## config.mk

```make
export PLATFORM = sky130hd
export DESIGN_NAME = line_pixel_rasterizer
export DESIGN_NICKNAME = d
export VERILOG_FILES = /design/src/rtl/lpr_pkg.sv /design/src/rtl/lpr_cfg.sv /design/src/rtl/lpr_step.sv /design/src/rtl/lpr_addr.sv /design/src/rtl/line_pixel_rasterizer.sv
export SDC_FILE = /design/constraint.sdc
export NUM_CORES = 1
export LEC_CHECK = 0
export BUFFER_PORTS_ARGS = -buffer_cell sky130_fd_sc_hd__buf_4
export CAP_MARGIN = 20
export CORE_ASPECT_RATIO = 1.75
export CORE_MARGIN = 4
export CORE_UTILIZATION = 25
export DETAILED_ROUTE_END_ITERATION = 10
export GPL_ROUTABILITY_DRIVEN = 0
export GPL_TIMING_DRIVEN = 0
export SETUP_SLACK_MARGIN = 0.4
export SYNTH_ARGS = -nofsm -noshare
export SYNTH_HDL_FRONTEND = slang
export SYNTH_SLANG_ARGS = --single-unit
```

## constraint.sdc

```tcl
create_clock -name clk -period 7.24 [get_ports clk]
set_clock_uncertainty 0.1 [all_clocks]
set_input_delay 1.81 -clock clk [delete_from_list [all_inputs] [get_ports clk]]
set_output_delay 1.81 -clock clk [all_outputs]
set_load 0.05 [all_outputs]
```

## src/rtl/lpr_pkg.sv

```systemverilog
// Package for the line pixel rasterizer: payload structs, register indexes
// and the configuration bundle shared by all lpr_* modules. No dependencies.
`default_nettype none

package lpr_pkg;

	localparam int COORD_BITS = 12;
	localparam int ADDR_BITS  = 48;
	localparam int COLOR_BITS = 32;
	localparam int SIZE_BITS  = 13;
	localparam int PITCH_BITS = 14;
	localparam int CFG_IDX_BITS  = 2;
	localparam int CFG_DATA_BITS = 48;

	// Register indexes of the configuration port
	localparam logic [CFG_IDX_BITS-1:0] CFG_FB_WIDTH     = 2'd0;
	localparam logic [CFG_IDX_BITS-1:0] CFG_FB_HEIGHT    = 2'd1;
	localparam logic [CFG_IDX_BITS-1:0] CFG_ROW_PIXELS   = 2'd2;
	localparam logic [CFG_IDX_BITS-1:0] CFG_BASE_ADDRESS = 2'd3;

	// Request kinds
	localparam logic REQ_START = 1'b0;
	localparam logic REQ_STEP  = 1'b1;

	typedef struct packed {
		logic                  req_type;
		logic [COORD_BITS-1:0] start_x;
		logic [COORD_BITS-1:0] start_y;
		logic [COORD_BITS-1:0] end_x;
		logic [COORD_BITS-1:0] end_y;
		logic [COLOR_BITS-1:0] color;
	} line_req_t;

	typedef struct packed {
		logic [COORD_BITS-1:0] pix_x;
		logic [COORD_BITS-1:0] pix_y;
		logic [ADDR_BITS-1:0]  pix_addr;
		logic [COLOR_BITS-1:0] pix_color;
		logic                  last_pixel;
	} pix_out_t;

	// Pixel position leaving the stepping stage, before address generation
	typedef struct packed {
		logic [COORD_BITS-1:0] x;
		logic [COORD_BITS-1:0] y;
		logic [COLOR_BITS-1:0] color;
		logic                  last;
	} pix_pos_t;

	typedef struct packed {
		logic [SIZE_BITS-1:0]  fb_width;
		logic [SIZE_BITS-1:0]  fb_height;
		logic [PITCH_BITS-1:0] row_pixels;
		logic [ADDR_BITS-1:0]  base_address;
	} lpr_cfg_t;

endpackage

`default_nettype wire

```

## src/rtl/lpr_cfg.sv

```systemverilog
// Configuration register file of the line pixel rasterizer.
// Depends on lpr_pkg for register indexes and the lpr_cfg_t bundle.
`default_nettype none

module lpr_cfg import lpr_pkg::*; (
	input  wire logic                     clk,
	input  wire logic                     arst_n,
	input  wire logic                     cfg_we,
	input  wire logic [CFG_IDX_BITS-1:0]  cfg_index,
	input  wire logic [CFG_DATA_BITS-1:0] cfg_wdata,
	output lpr_cfg_t                      cfg
);

	lpr_cfg_t cfg_q;

	always_ff @(posedge clk or negedge arst_n) begin
		if (!arst_n) begin
			cfg_q.fb_width     <= SIZE_BITS'(1024);
			cfg_q.fb_height    <= SIZE_BITS'(768);
			cfg_q.row_pixels   <= PITCH_BITS'(1024);
			cfg_q.base_address <= '0;
		end else if (cfg_we) begin
			case (cfg_index)
				CFG_FB_WIDTH:     cfg_q.fb_width     <= cfg_wdata[SIZE_BITS-1:0];
				CFG_FB_HEIGHT:    cfg_q.fb_height    <= cfg_wdata[SIZE_BITS-1:0];
				CFG_ROW_PIXELS:   cfg_q.row_pixels   <= cfg_wdata[PITCH_BITS-1:0];
				CFG_BASE_ADDRESS: cfg_q.base_address <= cfg_wdata[ADDR_BITS-1:0];
				default: ;
			endcase
		end
	end

	assign cfg = cfg_q;

endmodule

`default_nettype wire

```

## src/rtl/lpr_step.sv

```systemverilog
// Bresenham stepping stage: line setup on start, one position per step tick.
// Depends on lpr_pkg; feeds pix_pos_t entries to lpr_addr.
`default_nettype none

module lpr_step import lpr_pkg::*; (
	input  wire logic      clk,
	input  wire logic      arst_n,
	input  wire lpr_cfg_t  cfg,
	input  wire logic      req_valid,
	output logic           req_ready,
	input  wire line_req_t req,
	output logic           pos_valid,
	input  wire logic      pos_ready,
	output pix_pos_t       pos
);

	localparam int ERR_BITS = COORD_BITS + 1;

	logic [COORD_BITS-1:0] cur_x_q, cur_y_q, dx_mag_q, dy_mag_q, steps_left_q;
	logic [ERR_BITS-1:0]   err_acc_q;
	logic                  step_x_neg_q, step_y_neg_q, x_major_q, line_active_q;
	logic [COLOR_BITS-1:0] line_color_q;

	logic     pos_valid_s1;
	pix_pos_t pos_s1;

	function automatic logic [COORD_BITS-1:0] clamp_coord(
		input logic [COORD_BITS-1:0] v,
		input logic [SIZE_BITS-1:0]  size
	);
		logic [COORD_BITS-1:0] r;
		if (size == '0)
			r = '0;
		else if (SIZE_BITS'(v) >= size)
			r = COORD_BITS'(size - SIZE_BITS'(1));
		else
			r = v;
		return r;
	endfunction

	// Setup of a new line
	logic [COORD_BITS-1:0] x0, y0, x1, y1, dx_new, dy_new, major_new;
	logic                  x_neg_new, y_neg_new, x_major_new;

	always_comb begin
		x0 = clamp_coord(req.start_x, cfg.fb_width);
		y0 = clamp_coord(req.start_y, cfg.fb_height);
		x1 = clamp_coord(req.end_x, cfg.fb_width);
		y1 = clamp_coord(req.end_y, cfg.fb_height);
		x_neg_new   = x1 < x0;
		y_neg_new   = y1 < y0;
		dx_new      = x_neg_new ? x0 - x1 : x1 - x0;
		dy_new      = y_neg_new ? y0 - y1 : y1 - y0;
		x_major_new = dx_new >= dy_new;
		major_new   = x_major_new ? dx_new : dy_new;
	end

	// One Bresenham step from the current state
	logic [ERR_BITS-1:0]   err_sum, err_next, major_e;
	logic                  minor_move;
	logic [COORD_BITS-1:0] x_next, y_next, x_mv, y_mv;

	always_comb begin
		err_sum    = err_acc_q + ERR_BITS'(x_major_q ? dy_mag_q : dx_mag_q);
		major_e    = ERR_BITS'(x_major_q ? dx_mag_q : dy_mag_q);
		minor_move = err_sum >= major_e;
		err_next   = minor_move ? err_sum - major_e : err_sum;
		x_mv       = step_x_neg_q ? cur_x_q - COORD_BITS'(1) : cur_x_q + COORD_BITS'(1);
		y_mv       = step_y_neg_q ? cur_y_q - COORD_BITS'(1) : cur_y_q + COORD_BITS'(1);
		x_next     = (x_major_q || minor_move) ? x_mv : cur_x_q;
		y_next     = (!x_major_q || minor_move) ? y_mv : cur_y_q;
	end

	logic take, do_start, do_step, last_step;

	assign req_ready = !pos_valid_s1 || pos_ready;
	assign take      = req_valid && req_ready;
	assign do_start  = take && (req.req_type == REQ_START);
	assign do_step   = take && (req.req_type == REQ_STEP) && line_active_q;
	assign last_step = steps_left_q == COORD_BITS'(1);

	always_ff @(posedge clk or negedge arst_n) begin
		if (!arst_n) begin
			cur_x_q       <= '0;
			cur_y_q       <= '0;
			err_acc_q     <= '0;
			steps_left_q  <= '0;
			dx_mag_q      <= '0;
			dy_mag_q      <= '0;
			step_x_neg_q  <= 1'b0;
			step_y_neg_q  <= 1'b0;
			x_major_q     <= 1'b0;
			line_active_q <= 1'b0;
			line_color_q  <= '0;
		end else if (do_start) begin
			cur_x_q       <= x0;
			cur_y_q       <= y0;
			err_acc_q     <= ERR_BITS'(major_new >> 1);
			steps_left_q  <= major_new;
			dx_mag_q      <= dx_new;
			dy_mag_q      <= dy_new;
			step_x_neg_q  <= x_neg_new;
			step_y_neg_q  <= y_neg_new;
			x_major_q     <= x_major_new;
			line_active_q <= major_new != '0;
			line_color_q  <= req.color;
		end else if (do_step) begin
			cur_x_q       <= x_next;
			cur_y_q       <= y_next;
			err_acc_q     <= err_next;
			steps_left_q  <= steps_left_q - COORD_BITS'(1);
			line_active_q <= !last_step;
		end
	end

	always_ff @(posedge clk or negedge arst_n) begin
		if (!arst_n)
			pos_valid_s1 <= 1'b0;
		else if (req_ready)
			pos_valid_s1 <= do_step;
	end

	always_ff @(posedge clk) begin
		if (do_step) begin
			pos_s1.x     <= x_next;
			pos_s1.y     <= y_next;
			pos_s1.color <= line_color_q;
			pos_s1.last  <= last_step;
		end
	end

	assign pos_valid = pos_valid_s1;
	assign pos       = pos_s1;

endmodule

`default_nettype wire

```

## src/rtl/lpr_addr.sv

```systemverilog
// Address stage: byte address of each pixel and the output register.
// Depends on lpr_pkg; takes pix_pos_t entries from lpr_step.
`default_nettype none

module lpr_addr import lpr_pkg::*; (
	input  wire logic     clk,
	input  wire logic     arst_n,
	input  wire lpr_cfg_t cfg,
	input  wire logic     pos_valid,
	output logic          pos_ready,
	input  wire pix_pos_t pos,
	output logic          pix_valid,
	input  wire logic     pix_ready,
	output pix_out_t      pix
);

	localparam int PROD_BITS = COORD_BITS + PITCH_BITS;
	localparam int OFS_BITS  = PROD_BITS + 1;

	logic [PROD_BITS-1:0] row_ofs;
	logic [OFS_BITS-1:0]  pix_ofs;
	logic [ADDR_BITS-1:0] addr;

	// base + 4 * (x + y * row_pixels), wrapping at the address width
	always_comb begin
		row_ofs = PROD_BITS'(pos.y) * PROD_BITS'(cfg.row_pixels);
		pix_ofs = OFS_BITS'(row_ofs) + OFS_BITS'(pos.x);
		addr    = cfg.base_address + ADDR_BITS'({pix_ofs, 2'b00});
	end

	logic     pix_valid_s2;
	pix_out_t pix_s2;

	assign pos_ready = !pix_valid_s2 || pix_ready;

	always_ff @(posedge clk or negedge arst_n) begin
		if (!arst_n)
			pix_valid_s2 <= 1'b0;
		else if (pos_ready)
			pix_valid_s2 <= pos_valid;
	end

	always_ff @(posedge clk) begin
		if (pos_ready && pos_valid) begin
			pix_s2.pix_x      <= pos.x;
			pix_s2.pix_y      <= pos.y;
			pix_s2.pix_addr   <= addr;
			pix_s2.pix_color  <= pos.color;
			pix_s2.last_pixel <= pos.last;
		end
	end

	assign pix_valid = pix_valid_s2;
	assign pix       = pix_s2;

endmodule

`default_nettype wire

```

## src/rtl/line_pixel_rasterizer.sv

```systemverilog
// Line pixel rasterizer, top level. Instantiates lpr_cfg, lpr_step and
// lpr_addr; depends on lpr_pkg for payload structs and register indexes.
`default_nettype none

// A start request (req_type 0) clamps both endpoints to fb_width/fb_height,
// latches the color and sets up an integer Bresenham walk; it produces no
// pixel. Each following step request (req_type 1) produces one pixel write:
// x, y, byte address base_address + 4*x + 4*y*row_pixels (mod 2^48) and the
// color, with last_pixel set on the line's end point. A line plots
// max(|dx|,|dy|) pixels after its start point; a zero-length line and steps
// on an idle rasterizer produce nothing. A new start replaces any line still
// in progress. Throughput is one request per clock while the output does not
// stall: the Bresenham update is a single add and compare against registered
// state. A pixel passes the stepping register, then the address multiply-add
// into the output register. Both stages hold under back-pressure; a pixel
// waiting at the output lets one more request in before req_ready drops.
// Write the configuration registers only while no pixel is in flight.

module line_pixel_rasterizer import lpr_pkg::*; (
	input  wire logic                     clk,
	input  wire logic                     arst_n,
	// configuration write port
	input  wire logic                     cfg_we,
	input  wire logic [CFG_IDX_BITS-1:0]  cfg_index,
	input  wire logic [CFG_DATA_BITS-1:0] cfg_wdata,
	// request channel
	input  wire logic                     req_valid,
	output logic                          req_ready,
	input  wire line_req_t                req,
	// pixel channel
	output logic                          pix_valid,
	input  wire logic                     pix_ready,
	output pix_out_t                      pix
);

	lpr_cfg_t cfg;
	logic     pos_valid, pos_ready;
	pix_pos_t pos;

	// Hold the register file; writes land at once
	lpr_cfg u_cfg (
		.clk       (clk),
		.arst_n    (arst_n),
		.cfg_we    (cfg_we),
		.cfg_index (cfg_index),
		.cfg_wdata (cfg_wdata),
		.cfg       (cfg)
	);

	// Advance the Bresenham state, one position per step request
	lpr_step u_step (
		.clk       (clk),
		.arst_n    (arst_n),
		.cfg       (cfg),
		.req_valid (req_valid),
		.req_ready (req_ready),
		.req       (req),
		.pos_valid (pos_valid),
		.pos_ready (pos_ready),
		.pos       (pos)
	);

	// Form the byte address and hold the pixel until taken
	lpr_addr u_addr (
		.clk       (clk),
		.arst_n    (arst_n),
		.cfg       (cfg),
		.pos_valid (pos_valid),
		.pos_ready (pos_ready),
		.pos       (pos),
		.pix_valid (pix_valid),
		.pix_ready (pix_ready),
		.pix       (pix)
	);

endmodule

`default_nettype wire

```

After elaboration in Yosys (flattened, before gate mapping)
Index checks and enable logic that the tools add are counted.
{"block": "classes", "add_sub_neg": 15, "mul": 1, "n_div": 0, "order_cmp": 8, "eq_ne": 4, "shifts": 0, "mux": 28, "bitwise": 1, "reduce_logical": 22}
{"cell": "$mux W12", "count": 23}
{"cell": "$sub A12 B1 Y12 const B", "count": 5}
{"cell": "$ge A12 B13 Y1", "count": 4}
{"cell": "$add A48 B29 Y48", "count": 1}
{"cell": "$sub A12 B12 Y12", "count": 4}
{"cell": "$mux W13", "count": 3}
{"cell": "$add A26 B12 Y27", "count": 1}
{"cell": "$logic_not A13 Y1", "count": 2}
{"cell": "$mul A12 B14 Y26", "count": 1}
{"cell": "$add A12 B1 Y12 const B", "count": 2}
{"cell": "$lt A12 B12 Y1", "count": 2}
{"cell": "$add A13 B13 Y13", "count": 1}
{"cell": "$ge A13 B13 Y1", "count": 1}
{"cell": "$sub A13 B13 Y13", "count": 1}
{"cell": "$eq A12 B1 Y1 const B", "count": 1}
{"cell": "$ge A12 B12 Y1", "count": 1}
{"cell": "$reduce_bool A12 Y1", "count": 1}
{"cell": "$reduce_and A2 Y1", "count": 4}
{"cell": "$logic_and A1 B1 Y1", "count": 5}
{"cell": "$eq A2 B2 Y1 const B", "count": 2}
{"cell": "$logic_not A1 Y1", "count": 4}
{"cell": "$logic_or A1 B1 Y1", "count": 4}
{"cell": "$eq A2 B1 Y1 const B", "count": 1}
{"cell": "$logic_not A2 Y1", "count": 1}
{"cell": "3 further kinds", "count": 4}
{"block": "word_totals", "reg_bits": 361, "latchBits": 0, "ram_bits": 0, "mem_bits_ro": 0, "memories": 0}

Longest topological paths before layout
{"block": "logic_depth", "depth_word": 9, "mapped_depth": 35, "ltp_nobuf": 33}

Modules after synthesis
A second synthesis with hierarchy kept.
{"block": "unflattened", "hier_cells": 2921, "hier_area_um2": 28756.3}
{"mod": "lpr_step", "instances": 1, "cells_per_inst": 1626, "area_per_inst_um2": 14300.0, "seq_area_each_um2": 4464.3}
{"mod": "lpr_addr", "instances": 1, "cells_per_inst": 1107, "area_per_inst_um2": 11133.2, "seq_area_each_um2": 3178.0}
{"mod": "lpr_cfg", "instances": 1, "cells_per_inst": 188, "area_per_inst_um2": 3323.2, "seq_area_each_um2": 2207.1}

Worst setup path after synthesis
OpenSTA, ideal clock, no wires.
{"block": "synth_path", "path_kind": "input -> register", "startpoint": "input req[57] (netlist bit)", "endpoint": "register u_step.line_active_q", "setup_ns": 0.144, "arrival_ns": 7.812, "path_slack_ns": -0.816, "path_stages": 32, "path_buffers": 3, "path_cell_list": "ha_1 -> nor2b_1 -> o21a_1 -> o21a_1 -> o21ai_0 -> a21oi_1 -> o221ai_1 -> a211oi_1 -> buf_2 -> mux2i_1 -> or2_2 -> inv_1 -> ha_1 -> inv_1 -> fa_1 -> a21o_1 -> a221oi_2 -> o2111ai_1 -> o21a_1 -> buf_6 -> o311a_1 -> a311o_1 -> xor2_1 -> inv_1 -> ha_1 -> o21a_1 -> o21a_1 -> o22ai_2 -> buf_2 -> a32oi_1 -> nor4b_2 -> a41oi_1"}
{"block": "synth_between", "elab_chain_len": 9, "word_cells_on_any_way": 11, "classes_between": "2 x add/sub; 3 x order compare; 5 x mux; 1 x reduce/logical"}
{"item": "start: declaration", "line": "line_pixel_rasterizer.sv:29", "text": "input wire line_req_t req,"}
{"item": "$ge A12 B13 Y1", "line": "lpr_step.sv:34", "text": "else if (SIZE_BITS'(v) >= size)"}
{"item": "$mux W12 (*)", "line": "lpr_step.sv:34"}
{"item": "$mux W12 (*)", "line": "lpr_step.sv:32", "text": "if (size == '0)"}
{"item": "$sub A12 B12 Y12 or $lt A12 B12 Y1 (tied branches)", "line": "lpr_step.sv:53, lpr_step.sv:51"}
{"item": "$mux W12 (*)", "line": "lpr_step.sv:53", "text": "dy_new = y_neg_new ? y0 - y1 : y1 - y0;"}
{"item": "$ge A12 B12 Y1", "line": "lpr_step.sv:54", "text": "x_major_new = dx_new >= dy_new;"}
{"item": "$mux W12 (*)", "line": "lpr_step.sv:55", "text": "major_new = x_major_new ? dx_new : dy_new;"}
{"item": "$reduce_bool A12 Y1 (*)", "line": "lpr_step.sv:105", "text": "line_active_q <= major_new != '0;"}
{"item": "$mux W1 (*)", "line": "lpr_step.sv:95", "text": "end else if (do_start) begin"}
{"item": "end signal: assignment", "line": "lpr_step.sv:112", "text": "line_active_q <= !last_step;"}
{"item": "end: declaration", "line": "lpr_step.sv:21", "text": "logic step_x_neg_q, step_y_neg_q, x_major_q, line_active_q;"}
Mark *: on every way between the ends. The rest lies on a longest branch, timed or not.
A chain may end at the register's enable or synchronous reset.

Worst setup path in the final report
{"block": "layout_path", "startpoint": "input req[33] (netlist bit)", "endpoint": "register u_step.line_active_q"}
Same word-level chain as after synthesis.

==> impl_results.html <==
<table>
<tr><th>Metric</th><th>Value</th></tr>
<tr><th colspan="2">Status</th></tr>
<tr><td>Status</td><td>complete, but fails checks</td></tr>
<tr><td>Failing checks</td><td>setup timing</td></tr>
<tr><th colspan="2">Global routing</th></tr>
<tr><td>Wire length of the first global-routing pass</td><td>135000 um</td></tr>
<tr><td>Total global routing track utilization</td><td>0.153</td></tr>
<tr><td>Number of global-route vias before repair</td><td>22600</td></tr>
<tr><td>Total gr overflow</td><td>0</td></tr>
<tr><td>Maximum number of pins on one net before global-route repair</td><td>96</td></tr>
<tr><td>Number of antenna violations at the first check in global routing</td><td>16</td></tr>
<tr><th colspan="2">Floorplan</th></tr>
<tr><td>Top-Level Pins</td><td>~240</td></tr>
<tr><td>Number of rows in the core area</td><td>160</td></tr>
<tr><td>Initial Utilization</td><td>0.252</td></tr>
<tr><td>Die area</td><td>0.115 mm2</td></tr>
<tr><td>Height of the die</td><td>roughly 450 um</td></tr>
<tr><td>Area of the core region</td><td>0.109 mm2</td></tr>
<tr><td>Die extent in x</td><td>258 um</td></tr>
<tr><th colspan="2">Yosys</th></tr>
<tr><td>Cell taking the most area after synthesis</td><td>sky130_fd_sc_hd__dfrtp_1</td></tr>
<tr><td>Area fraction of the dominant cell type after synthesis</td><td>0.178</td></tr>
<tr><td>YS warnings</td><td>0</td></tr>
<tr><td>Dominant synthesized flop cell</td><td>sky130_fd_sc_hd__dfrtp_1</td></tr>
<tr><td>Count of different cell masters after synthesis</td><td>74</td></tr>
<tr><td>Post-Syn Nets</td><td>approximately 3300</td></tr>
<tr><td>Fraction of registers with async set or reset after synthesis</td><td>0.551</td></tr>
<tr><td>Part of the Yosys area used for sequential elements</td><td>0.359</td></tr>
<tr><td>Number of instances in the synthesized netlist</td><td>2726</td></tr>
<tr><td>Mean area per synthesized cell</td><td>around 10 um2</td></tr>
<tr><td>Top post-synthesis cells by area</td><td>sky130_fd_sc_hd__dfrtp_1, sky130_fd_sc_hd__edfxtp_1, sky130_fd_sc_hd__ha_1, sky130_fd_sc_hd__fa_1, sky130_fd_sc_hd__mux2_2</td></tr>
<tr><td>Flops &amp; latches, synth</td><td>roughly 360</td></tr>
<tr><td>Synthesized area</td><td>0.0274 mm2</td></tr>
<tr><td>Number of enable-type register cells in the synthesized netlist</td><td>about 160</td></tr>
<tr><th colspan="2">STA</th></tr>
<tr><td>Final period util</td><td>1.06</td></tr>
<tr><td>Worst setup slack after layout</td><td>-0.452 ns</td></tr>
<tr><td>Count of pins over their slew limit</td><td>0</td></tr>
<tr><td>Setup TNS</td><td>-6.78 ns</td></tr>
<tr><td>Tmin final</td><td>7.69 ns</td></tr>
<tr><td>Total setup violations reported at the end of the flow</td><td>33</td></tr>
<tr><td>Unrepaired setup endpoints after global routing</td><td>yes</td></tr>
<tr><td>Slew headroom</td><td>0.249</td></tr>
<tr><td>Maximum achievable frequency</td><td>0.130 GHz</td></tr>
<tr><td>Hold Fails Final Rpt</td><td>0</td></tr>
<tr><td>Actual transition at the worst max-transition pin</td><td>1.11 ns</td></tr>
<tr><th colspan="2">Setup path</th></tr>
<tr><td>Critical path data required time</td><td>7.58 ns</td></tr>
<tr><td>Startpoint class of the critical path</td><td>primary input</td></tr>
<tr><td>Slowest Stage Delay on Critical Path</td><td>~0.68 ns</td></tr>
<tr><td>Minimum setup slack among reg-to-reg paths</td><td>-0.11 ns</td></tr>
<tr><td>Critical path class</td><td>in -&gt; reg</td></tr>
<tr><td>Most numerous cell on the critical path</td><td>sky130_fd_sc_hd__buf_6</td></tr>
<tr><td>Launching element of the worst setup path</td><td>req[33]</td></tr>
<tr><td>Arrival @ worst endpoint</td><td>8.03 ns</td></tr>
<tr><td>Critical-path maximum fanout</td><td>10</td></tr>
<tr><td>Startpoint of the worst register-to-register path</td><td>u_step.pos[33]</td></tr>
<tr><td>Slowest cell on the critical path</td><td>sky130_fd_sc_hd__xnor2_1</td></tr>
<tr><td>Nature of the critical path endpoint</td><td>register</td></tr>
<tr><th colspan="2">Layout</th></tr>
<tr><td>Final design area excluding fillers</td><td>0.0357 mm2</td></tr>
<tr><td>Fill cells</td><td>11100</td></tr>
<tr><td>Commonest non-fill, non-tap cell in the layout</td><td>sky130_fd_sc_hd__nand2_1</td></tr>
<tr><td>Util after Layout</td><td>0.328</td></tr>
<tr><td>Layout overhead on the synthesized area</td><td>30.2%</td></tr>
<tr><td>Layout Nets</td><td>3686</td></tr>
<tr><td>Top library cells by usage in the layout, fill and taps aside</td><td>sky130_fd_sc_hd__nand2_1, sky130_fd_sc_hd__buf_4, sky130_fd_sc_hd__inv_1, sky130_fd_sc_hd__ha_1, sky130_fd_sc_hd__dfrtp_1</td></tr>
<tr><td>Share of final-layout standard cells stronger than drive strength 1</td><td>0.278</td></tr>
<tr><th colspan="2">Routing</th></tr>
<tr><td>DRC violations left</td><td>0</td></tr>
<tr><td>Number of DRC violations after detailed-routing iteration 0</td><td>roughly 950</td></tr>
<tr><td>Number of antenna-violating nets in the routed design</td><td>0</td></tr>
<tr><td>Post-DR vias/cell</td><td>4.63</td></tr>
<tr><td>Wire length per cell after detailed routing</td><td>19.6 um</td></tr>
<tr><td>Final wirelength</td><td>91400 um</td></tr>
<tr><td>Vias</td><td>around 22000</td></tr>
<tr><td>Number of optimization iterations in the first detailed-route pass</td><td>5</td></tr>
<tr><th colspan="2">Placement</th></tr>
<tr><td>Post-Place Cell Area</td><td>0.0316 mm2</td></tr>
<tr><td>HPWL after DPL</td><td>70700 um</td></tr>
<tr><td># port buffers</td><td>242</td></tr>
<tr><th colspan="2">Clocking</th></tr>
<tr><td>Skew-Pair Late Insertion Delay</td><td>about 0.60 ns</td></tr>
<tr><td>Number of buffers on the longest clock path</td><td>3</td></tr>
<tr><td>Number of clock buffers inserted by TritonCTS</td><td>44</td></tr>
<tr><td>Clk root buf</td><td>sky130_fd_sc_hd__clkbuf_16</td></tr>
<tr><td>Number of H-tree levels</td><td>2</td></tr>
<tr><td>CTS tree</td><td>yes</td></tr>
<tr><td># clock sinks</td><td>361</td></tr>
<tr><td>Clock transition at the registers of the reported paths</td><td>around 0.070 ns</td></tr>
<tr><td>Count of hold buffers inserted by post-cts repair</td><td>0</td></tr>
<tr><th colspan="2">Job</th></tr>
<tr><td>Number of max-cap violations</td><td>0</td></tr>
<tr><th colspan="2">Min path</th></tr>
<tr><td>Startpoint of the lowest-slack hold path</td><td>u_step.pos[10]</td></tr>
<tr><td>Hold Crit Class</td><td>reg -&gt; reg</td></tr>
</table>
per-stage QoR:
stage | setup WS (ns) | instances | hold slack, ns
2_1_floorplan | -0.379 | 2726 | 0.300
3_3_place_gp | -2.35 | 4426 | 0.301
3_5_place_dp | -2.40 | 4432 | 0.305
4_1_cts | -0.358 | 4611 | 0.311
5_1_grt | -0.613 | 4644 | 0.323
6_report | -0.452 | 4653 | 0.311
synthesized netlist by cell type (all sizes together), types with 71 or more instances:
library cell,n
edfxtp,162
inv,320
nand2,368
nor2,100
mux2,140
xnor2,101
a21oi,118
ha,260
and2,113
fa,141
o21ai,98
dfrtp,195
clkbuf,71
path summary, 6_finish.rpt:
check	endpoint	cells after the start
hold / removal	u_addr.pix[10]	0
setup / recovery	u_step.line_active_q	34
setup reg to reg	u_addr.pix[68]	30
hold reg to reg	u_addr.pix[10]	0
max in group asynchronous	u_step.dx_mag_q[8]	3
min in group asynchronous	u_step.line_color_q[10]	1
worst max-delay path, delay by kind of cell:
family	cells	cell delay [ns]
buf+inv	8	0.99
mux	3	0.52
fa+ha+maj	4	1.02
compound gates	13	2.15
simple gates	5	0.87
xor+xnor	1	0.68
timing repair:
action,CTS,global route
pin swaps,118,98
endpoints found under the setup margin,54,51
setup buffers,92,32
gates cloned,5,0
gates resized for setup,201,139
logic make-up after synthesis:
kind of cell	count (synthesis)	synth area share
buffers and inverters	415	0.0588
flip-flops	361	0.359
AND/OR/NAND/NOR	766	0.130
adder cells (fa/ha/maj)	401	0.221
AO/OA/AOI/OAI	455	0.111
multiplexers	190	0.0762
XOR/XNOR	138	0.0443
state kept, by name (all words and copies together), names as in the netlist:
register              cells
u_addr.pix              105
u_addr.pix_valid          1
u_cfg.cfg                88
u_step.cur_x_q           12
u_step.cur_y_q           12
u_step.dx_mag_q          12
u_step.dy_mag_q          12
u_step.err_acc_q         13
u_step.line_active_q      1
u_step.line_color_q      32
u_step.pos               57
u_step.pos_valid          1
u_step.step_x_neg_q       1
u_step.step_y_neg_q       1
u_step.steps_left_q      12
u_step.x_major_q          1
routing by layer:
layer | vias to the layer above | GRT usage | part of all wire
met2 | 568 | 0.289 | 0.52
li1 | 10200 | - | -
met4 | 2 | 0.0786 | 0.063
met1 | 10500 | 0.162 | 0.37
met5 | - | 0 | 0.00020
met3 | 240 | 0.0268 | 0.050
layout make-up:
cell class | count | area (um2) | area share
antenna | 10 | 25.0 | 0.000700
buffer | 95 | 677 | 0.0189
clock buffer | 57 | 1210 | 0.0339
clock inverter | 25 | 256 | 0.00718
inverter | 320 | 1200 | 0.0337
multi-input combinational | 1950 | 17500 | 0.491
sequential | 361 | 9850 | 0.276
tap | 1458 | 1820 | 0.0510
timing repair buffer | 377 | 3150 | 0.0882
Power is left out: the tool's default activity adds up to more than one toggle a clock period on the data nets, which glitch-free logic cannot reach.
